<file path="src/rtl/core/gssc_pkg.sv">
`timescale 1ns / 1ps
// ----------------------------------------------------------------------------
// gssc_pkg
// Shared constants and controller/datapath command and status types.
// ----------------------------------------------------------------------------
package gssc_pkg;

    localparam int MAX_CELLS   = 4096;
    localparam int MAX_COLUMNS = 64;
    localparam int CELL_W      = $clog2(MAX_CELLS);        // cell address
    localparam int CNT_W       = CELL_W + 1;               // count, holds MAX_CELLS + 1
    localparam int COL_W       = $clog2(MAX_COLUMNS);      // column index
    localparam int COLS_W      = 7;                        // column_count register
    localparam int SYM_W       = 8;
    localparam int DIR_W       = 3;                        // direction 0..3, 4 = exhausted
    localparam int MCNT_W      = $clog2(CNT_W);
    localparam int STK_W       = CELL_W + COL_W + DIR_W;

    localparam logic [1:0] DIR_RIGHT = 2'd0;
    localparam logic [1:0] DIR_DOWN  = 2'd1;
    localparam logic [1:0] DIR_UP    = 2'd2;
    localparam logic [1:0] DIR_LEFT  = 2'd3;

    localparam logic [1:0] STAT_OK      = 2'd0;
    localparam logic [1:0] STAT_TOO_BIG = 2'd1;
    localparam logic [1:0] STAT_PARTIAL = 2'd2;

    localparam logic [COLS_W-1:0] COLS_RESET = 7'd64;

    typedef struct packed {
        logic       load;       // store an input cell
        logic       mod_init;
        logic       mod_step;   // one bit of total mod columns
        logic       scan_init;
        logic       scan_rd;    // read marks of the scan start cell
        logic       scan_take;  // start a walk at the scan cell
        logic       scan_next;
        logic       step_skip;  // neighbor not usable, next direction
        logic       nb_issue;   // read neighbor symbol and mark
        logic       push;
        logic       pop_issue;
        logic       pop_top;
        logic       pop_par;
        logic       res_set;
        logic       res_cyc;
        logic [1:0] res_stat;
    } t_cmd;

    typedef struct packed {
        logic total_over;
        logic mod_last;
        logic rem_nz;
        logic scan_done;
        logic rd_vis;
        logic sym_eq;
        logic dir_end;
        logic sp_one;
        logic sp_ge2;
        logic nb_ok;
    } t_sts;

    function automatic logic [COLS_W-1:0] eff_cols(input logic [COLS_W-1:0] c);
        logic [COLS_W-1:0] r;
        r = c;
        if (c == '0) r = COLS_W'(1);
        else if (c > COLS_W'(MAX_COLUMNS)) r = COLS_W'(MAX_COLUMNS);
        return r;
    endfunction

endpackage

</file>
<file path="src/rtl/core/gssc_ctrl.sv">
`timescale 1ns / 1ps
// ----------------------------------------------------------------------------
// gssc_ctrl
// Sequencer: load, length check, depth-first walk, result handoff.
// ----------------------------------------------------------------------------
module gssc_ctrl (
    input  logic          i_clk,
    input  logic          i_rst_n,
    input  logic          i_in_valid,
    input  logic          i_in_last,
    output logic          o_in_ready,
    output logic          o_out_valid,
    input  logic          i_out_ready,
    input  gssc_pkg::t_sts i_sts,
    output gssc_pkg::t_cmd o_cmd
);
    import gssc_pkg::*;

    typedef enum logic [10:0] {
        S_LOAD = 11'b00000000001,
        S_LEN  = 11'b00000000010,
        S_MOD  = 11'b00000000100,
        S_REM  = 11'b00000001000,
        S_SRD  = 11'b00000010000,
        S_SCHK = 11'b00000100000,
        S_STEP = 11'b00001000000,
        S_CHK  = 11'b00010000000,
        S_POP1 = 11'b00100000000,
        S_POP2 = 11'b01000000000,
        S_OUT  = 11'b10000000000
    } t_state;

    t_state r_state, n_state;
    t_cmd   cmd;

    always_ff @(posedge i_clk) begin
        if (!i_rst_n) r_state <= S_LOAD;
        else          r_state <= n_state;
    end

    always_comb begin
        n_state = r_state;
        cmd     = '0;
        unique case (r_state)
            S_LOAD: begin
                if (i_in_valid) begin
                    cmd.load = 1'b1;
                    if (i_in_last) n_state = S_LEN;
                end
            end
            S_LEN: begin
                if (i_sts.total_over) begin
                    cmd.res_set  = 1'b1;
                    cmd.res_stat = STAT_TOO_BIG;
                    n_state      = S_OUT;
                end else begin
                    cmd.mod_init = 1'b1;
                    n_state      = S_MOD;
                end
            end
            S_MOD: begin
                cmd.mod_step = 1'b1;
                if (i_sts.mod_last) n_state = S_REM;
            end
            S_REM: begin
                if (i_sts.rem_nz) begin
                    cmd.res_set  = 1'b1;
                    cmd.res_stat = STAT_PARTIAL;
                    n_state      = S_OUT;
                end else begin
                    cmd.scan_init = 1'b1;
                    n_state       = S_SRD;
                end
            end
            S_SRD: begin
                if (i_sts.scan_done) begin
                    cmd.res_set  = 1'b1;
                    cmd.res_stat = STAT_OK;
                    n_state      = S_OUT;
                end else begin
                    cmd.scan_rd = 1'b1;
                    n_state     = S_SCHK;
                end
            end
            S_SCHK: begin
                if (i_sts.rd_vis) begin
                    cmd.scan_next = 1'b1;
                    n_state       = S_SRD;
                end else begin
                    cmd.scan_take = 1'b1;
                    n_state       = S_STEP;
                end
            end
            S_STEP: begin
                priority if (i_sts.dir_end && i_sts.sp_one) begin
                    cmd.scan_next = 1'b1;
                    n_state       = S_SRD;
                end else if (i_sts.dir_end) begin
                    cmd.pop_issue = 1'b1;
                    n_state       = S_POP1;
                end else if (i_sts.nb_ok) begin
                    cmd.nb_issue = 1'b1;
                    n_state      = S_CHK;
                end else begin
                    cmd.step_skip = 1'b1;
                end
            end
            S_CHK: begin
                priority if (!i_sts.sym_eq) begin
                    n_state = S_STEP;
                end else if (i_sts.rd_vis) begin
                    cmd.res_set  = 1'b1;
                    cmd.res_cyc  = 1'b1;
                    cmd.res_stat = STAT_OK;
                    n_state      = S_OUT;
                end else begin
                    cmd.push = 1'b1;
                    n_state  = S_STEP;
                end
            end
            S_POP1: begin
                cmd.pop_top = 1'b1;
                n_state     = i_sts.sp_ge2 ? S_POP2 : S_STEP;
            end
            S_POP2: begin
                cmd.pop_par = 1'b1;
                n_state     = S_STEP;
            end
            S_OUT: begin
                if (i_out_ready) n_state = S_LOAD;
            end
            default: n_state = S_LOAD;
        endcase
    end

    assign o_cmd       = cmd;
    assign o_in_ready  = (r_state == S_LOAD);
    assign o_out_valid = (r_state == S_OUT);

endmodule

</file>
<file path="config.mk">
export PLATFORM = sky130hd
export DESIGN_NAME = gssc_ctrl
export DESIGN_NICKNAME = d
export VERILOG_FILES = /design/src/rtl/core/gssc_pkg.sv /design/src/rtl/core/gssc_ctrl.sv
export SDC_FILE = /design/constraint.sdc
export NUM_CORES = 1
export LEC_CHECK = 0
export BUFFER_PORTS_ARGS = -buffer_cell sky130_fd_sc_hd__buf_2
export CAP_MARGIN = 10
export CORE_UTILIZATION = 40
export DETAILED_ROUTE_END_ITERATION = 10
export PLACE_DENSITY_LB_ADDON = 0.25
export SYNTH_ARGS = -nofsm -noshare
export SYNTH_HDL_FRONTEND = slang
export SYNTH_SLANG_ARGS = --single-unit
</file>
<file path="constraint.sdc">
create_clock -name i_clk -period 1.8 [get_ports i_clk]
set_input_delay 0 -clock i_clk [delete_from_list [all_inputs] [get_ports i_clk]]
set_output_delay 0 -clock i_clk [all_outputs]
set_load 0.02 [all_outputs]
</file>
# Word level (Yosys, flattened, before mapping)
# Cells that the tools add are included.
[classes]
eq_ne = 16
n_reduce_logical = 2
muxes = 51
[op_table]
columns = ["op", "n"]
rows = [
  ["$mux 11", 12],
  ["$pmux 11 s11", 1],
  ["$mux 1", 27],
  ["$eq 11x1->1 const B", 1],
  ["$eq 11x10->1 const B", 1],
  ["$eq 11x11->1 const B", 1],
  ["$eq 11x2->1 const B", 1],
  ["$eq 11x3->1 const B", 1],
  ["$eq 11x4->1 const B", 1],
  ["$eq 11x5->1 const B", 1],
  ["$eq 11x6->1 const B", 1],
  ["$eq 11x7->1 const B", 1],
  ["$eq 11x8->1 const B", 1],
  ["$eq 11x9->1 const B", 1],
  ["$mux 10", 1],
  ["$mux 2", 4],
  ["$mux 4", 2],
  ["$mux 7", 1],
  ["$ne 2x2->1 const B", 3],
  ["$pmux 2 s3", 1],
  ["$reduce_and 5->1", 1],
  ["$ne 4x4->1 const B", 1],
  ["$pmux 1 s4", 1],
  ["$ne 2x1->1 const B", 1],
  ["2 further kinds", 2],
]
[word_totals]
wordCells = 70
register_bits = 11
output_inout_bits = 19

# Longest topological paths before layout
[depth]
word_depth = 4
depth_mapped = 7
depth_no_buf = 5

# Worst setup path before layout
# No wires, ideal clock.
[synth_timing]
path_type = "register to register"
start = "register r_state[5]"
end = "register r_state[4]"
n_path_buf = 1
slack_ns = 0.053
period_less_slack_ns = 1.747
path_stages_with_launch = 6
setup_ns = 0.060
arrival_time_ns = 1.688
required_time_ns = 1.740
cell_sequence = "dfxtp_1 > buf_4 > nor4_4 > nand2_1 > nor3_1 > o21a_1"
[synth_via]
elab_chain_cells = 3
word_cells_on_any_way = 18
classes_between = "eq/ne: 16; mux: 1; reduce/logical: 1"
[synth_lines]
columns = ["element", "line_no", "source"]
rows = [
  ["start, declared", "gssc_ctrl.sv:33", "t_state r_state, n_state;"],
  ["start signal, assigned", "gssc_ctrl.sv:38", "else r_state <= n_state;"],
  ["$eq 11x7->1 (tied with other cells)", "gssc_ctrl.sv:44", "unique case (r_state)"],
  ["$ne 4x4->1 (no line) (tied with other cells)", "n/a", ""],
  ["$reduce_and 5->1 (no line)", "n/a", ""],
]
# Several ways; a longest one is shown, not always the timed one.
# A chain may end at the register's enable or synchronous reset.

==> run metrics <==
status=complete, no violations; top_reg_cell synth=dfxtp_1; DRT iter0 DRCs=23; Die X=approximately 50 um; Fmax=between 500 and 600 MHz; vias in the first global route=approximately 880; Hold Path Origin=i_rst_n; count of final setup violators=0; Synth area leaders=dfxtp_1 24%, nor2_1 5.3%, nand2_1 4.9%, nor4b_1 4.8%, nor4_4 4.6%; Clock Path Buffers=2; Post-Synthesis Cells=between 100 and 150; most frequent cell after synthesis=nor2_1; synth warn=0; nets@finish=between 150 and 200; Post-synth ARST share=0%; #FFs+latches synth=11; clk_lat worst skew=~0.28 ns; I/O Pins=34; HP Class=input pin to flop; Clk pwr share=between 10% and 20%; clk sinks=11; DR vias/cell=around 5.4; Initial Util=between 40% and 50%; setup TNS=0 ns; synthesized area=approximately 900 um2; CTS tree=yes; Least-Margin Pin Slew=0.321 ns; Synth top area share=24.0%; leakage=about 0.63 nW; clk slew on worst S/H paths=roughly 0.080 ns; startpoint types=flop; critical path data required time=~1.8 ns; Critical Path Source=r_state[6]; Clock Tree Root=clkbuf_4; final hold viol count=0; Layout area overhead=44.8%; Mean Syn Cell Area=approximately 8 um2; routability cong.=around 0.86; Total GRT Usage=between 20% and 30%; global-route wire length before repair=between 3 and 4 mm; Comb pwr share=around half; Core Box Area=2060 um2; # diodes=0; Fin Clk Skew=0.00836 ns; routed len/inst=between 10 and 15 um; Post-synth EDFFs=0; initial antenna violation count=0; DPL Wire Length=~1.8 mm; number of flip-flops in the largest register=11; num rows=16; max-cap violation count=0; Worst EP arrival=1.72 ns; total power=about 1.0 mW; Critical Path Fanout Max=5; Top reg by flops=r_state; Pint=about 0.6 mW; largest net degree at the start of global routing=9; layout cells sized above 1=48.2%; Sw Share=42.9%; Buffers on Ports=33; Max H-tree Level=1; kind of critical path=flop to output port; Seq pwr share=about a third; DRT Pass-1 Iters=4; biggest regs=r_state (11); Post-synth top cells=13 x nor2_1, 12 x nand2_1, 11 x dfxtp_1; final wirelength=approximately 2.6 mm; clock buffer count from CTS=3; detailed-route DRC error count=0; Max-slew headroom=about 80%; Antenna Violating Nets Remaining=0; Max Slew Vio Count=0; Synth cell types=44; leading area contributor after synthesis=dfxtp_1; Final Cycle Share=between 90 and 100%; GR Overflow Total=0; worst flop-to-flop path startpoint=r_state[6]; Tmin final=1.72 ns; Cell Pwr Density=785 nW/um2; die height=roughly 50 um; sequential element share of the synthesized area=roughly a quarter; peak supply drop=between 0.0007 and 0.0008 V; die area=about 2500 um2; Net Sw Power=0.448 mW; Syn Nets=about 130; routed vias=1,050; crit path capture type=output port; Fillers=between 150 and 200
==> power groups by stage <==
| stage | Sequential (mW) | Clock (mW) | Combinational, mW |
|---|---|---|---|
| floorplan | 0.312 | 0 | 0.394 |
| global placement | 0.339 | 0 | 0.468 |
| detailed placement | 0.340 | 0 | 0.478 |
| CTS | 0.335 | 0.182 | 0.496 |
| global route | 0.345 | 0.197 | 0.569 |
| finish | 0.339 | 0.177 | 0.529 |
==> worst max-delay path: stages (launching register included) <==
cell      delay [ns]
dfxtp_2         0.33
buf_6           0.13
nor4_4          0.23
buf_4           0.18
and2_4          0.14
nand4b_1        0.11
nand2b_4        0.17
inv_2           0.05
buf_6           0.10
==> routing by layer <==
metal,up-vias,track usage (%),routed length (um)
met5,-,0,0
met4,0,7.14,28
met3,4,4.63,106
met2,28,34.0,1310
met1,498,27.1,1140
li1,520,-,-
==> through the flow <==
step,setup slack [ns],hold WS (ns),instance area [um2],utilization [%],cells
floorplan,0.0528,0.0564,918,-,117
global placement,0.163,0.190,1120,54.1,178
detailed placement,0.130,0.196,1120,54.1,178
CTS,0.00564,0.0174,1220,59.3,188
global route,-0.0355,0.0252,1330,64.5,193
finish,0.0750,0.0208,1330,64.5,193
==> area by class of cell <==
class	count	area, um2	share of cell area [%]
Clock buffer	4	26.3	1.98
Inverter	6	22.5	1.69
Multi-Input combinational cell	93	688	51.7
Sequential cell	11	229	17.2
Tap cell	27	33.8	2.54
Timing Repair Buffer	52	330	24.8
==> final timing paths <==
path                     end  slack, ns  cells after the start
hold reg to reg   r_state[5]       0.67                      2
setup reg to reg  r_state[2]       0.09                      9
setup / recovery   o_cmd[15]       0.08                      8
hold / removal    r_state[4]       0.02                      2
==> cell usage in the layout, fill, tap and decap left out, types with 4 or more instances in the layout <==
| master | n |
|---|---|
| inv_1 | 5 |
| nand2_1 | 10 |
| buf_2 | 30 |
| and3_1 | 6 |
| o21ai_0 | 5 |
| nor3_1 | 6 |
| nor4b_2 | 4 |
| buf_4 | 17 |
| nor2_1 | 12 |
| dfxtp_1 | 6 |
| dfxtp_2 | 4 |
==> what timing repair did <==
action,in CTS,in global routing
pin swaps,3,4
resized for setup,7,21
cloned,0,0
hold buffers,3,0
setup endpoints to repair,3,16
hold endpoints to repair,3,0
buffers inserted,3,5
==> cells by family (layout without fill, tap and decap cells) <==
group                     count (synthesis)  after routing  share of synthesized area, %
AOI/OAI and AO/OA                        21             21                          16.3
and+or+nand+nor                          70             70                          48.6
buffers and inverters                    13             62                          9.13
DFF                                      11             11                          24.0
xor gates and xnor gates                  2              2                          1.91
Note: power is estimated with default switching activity, not from simulation.
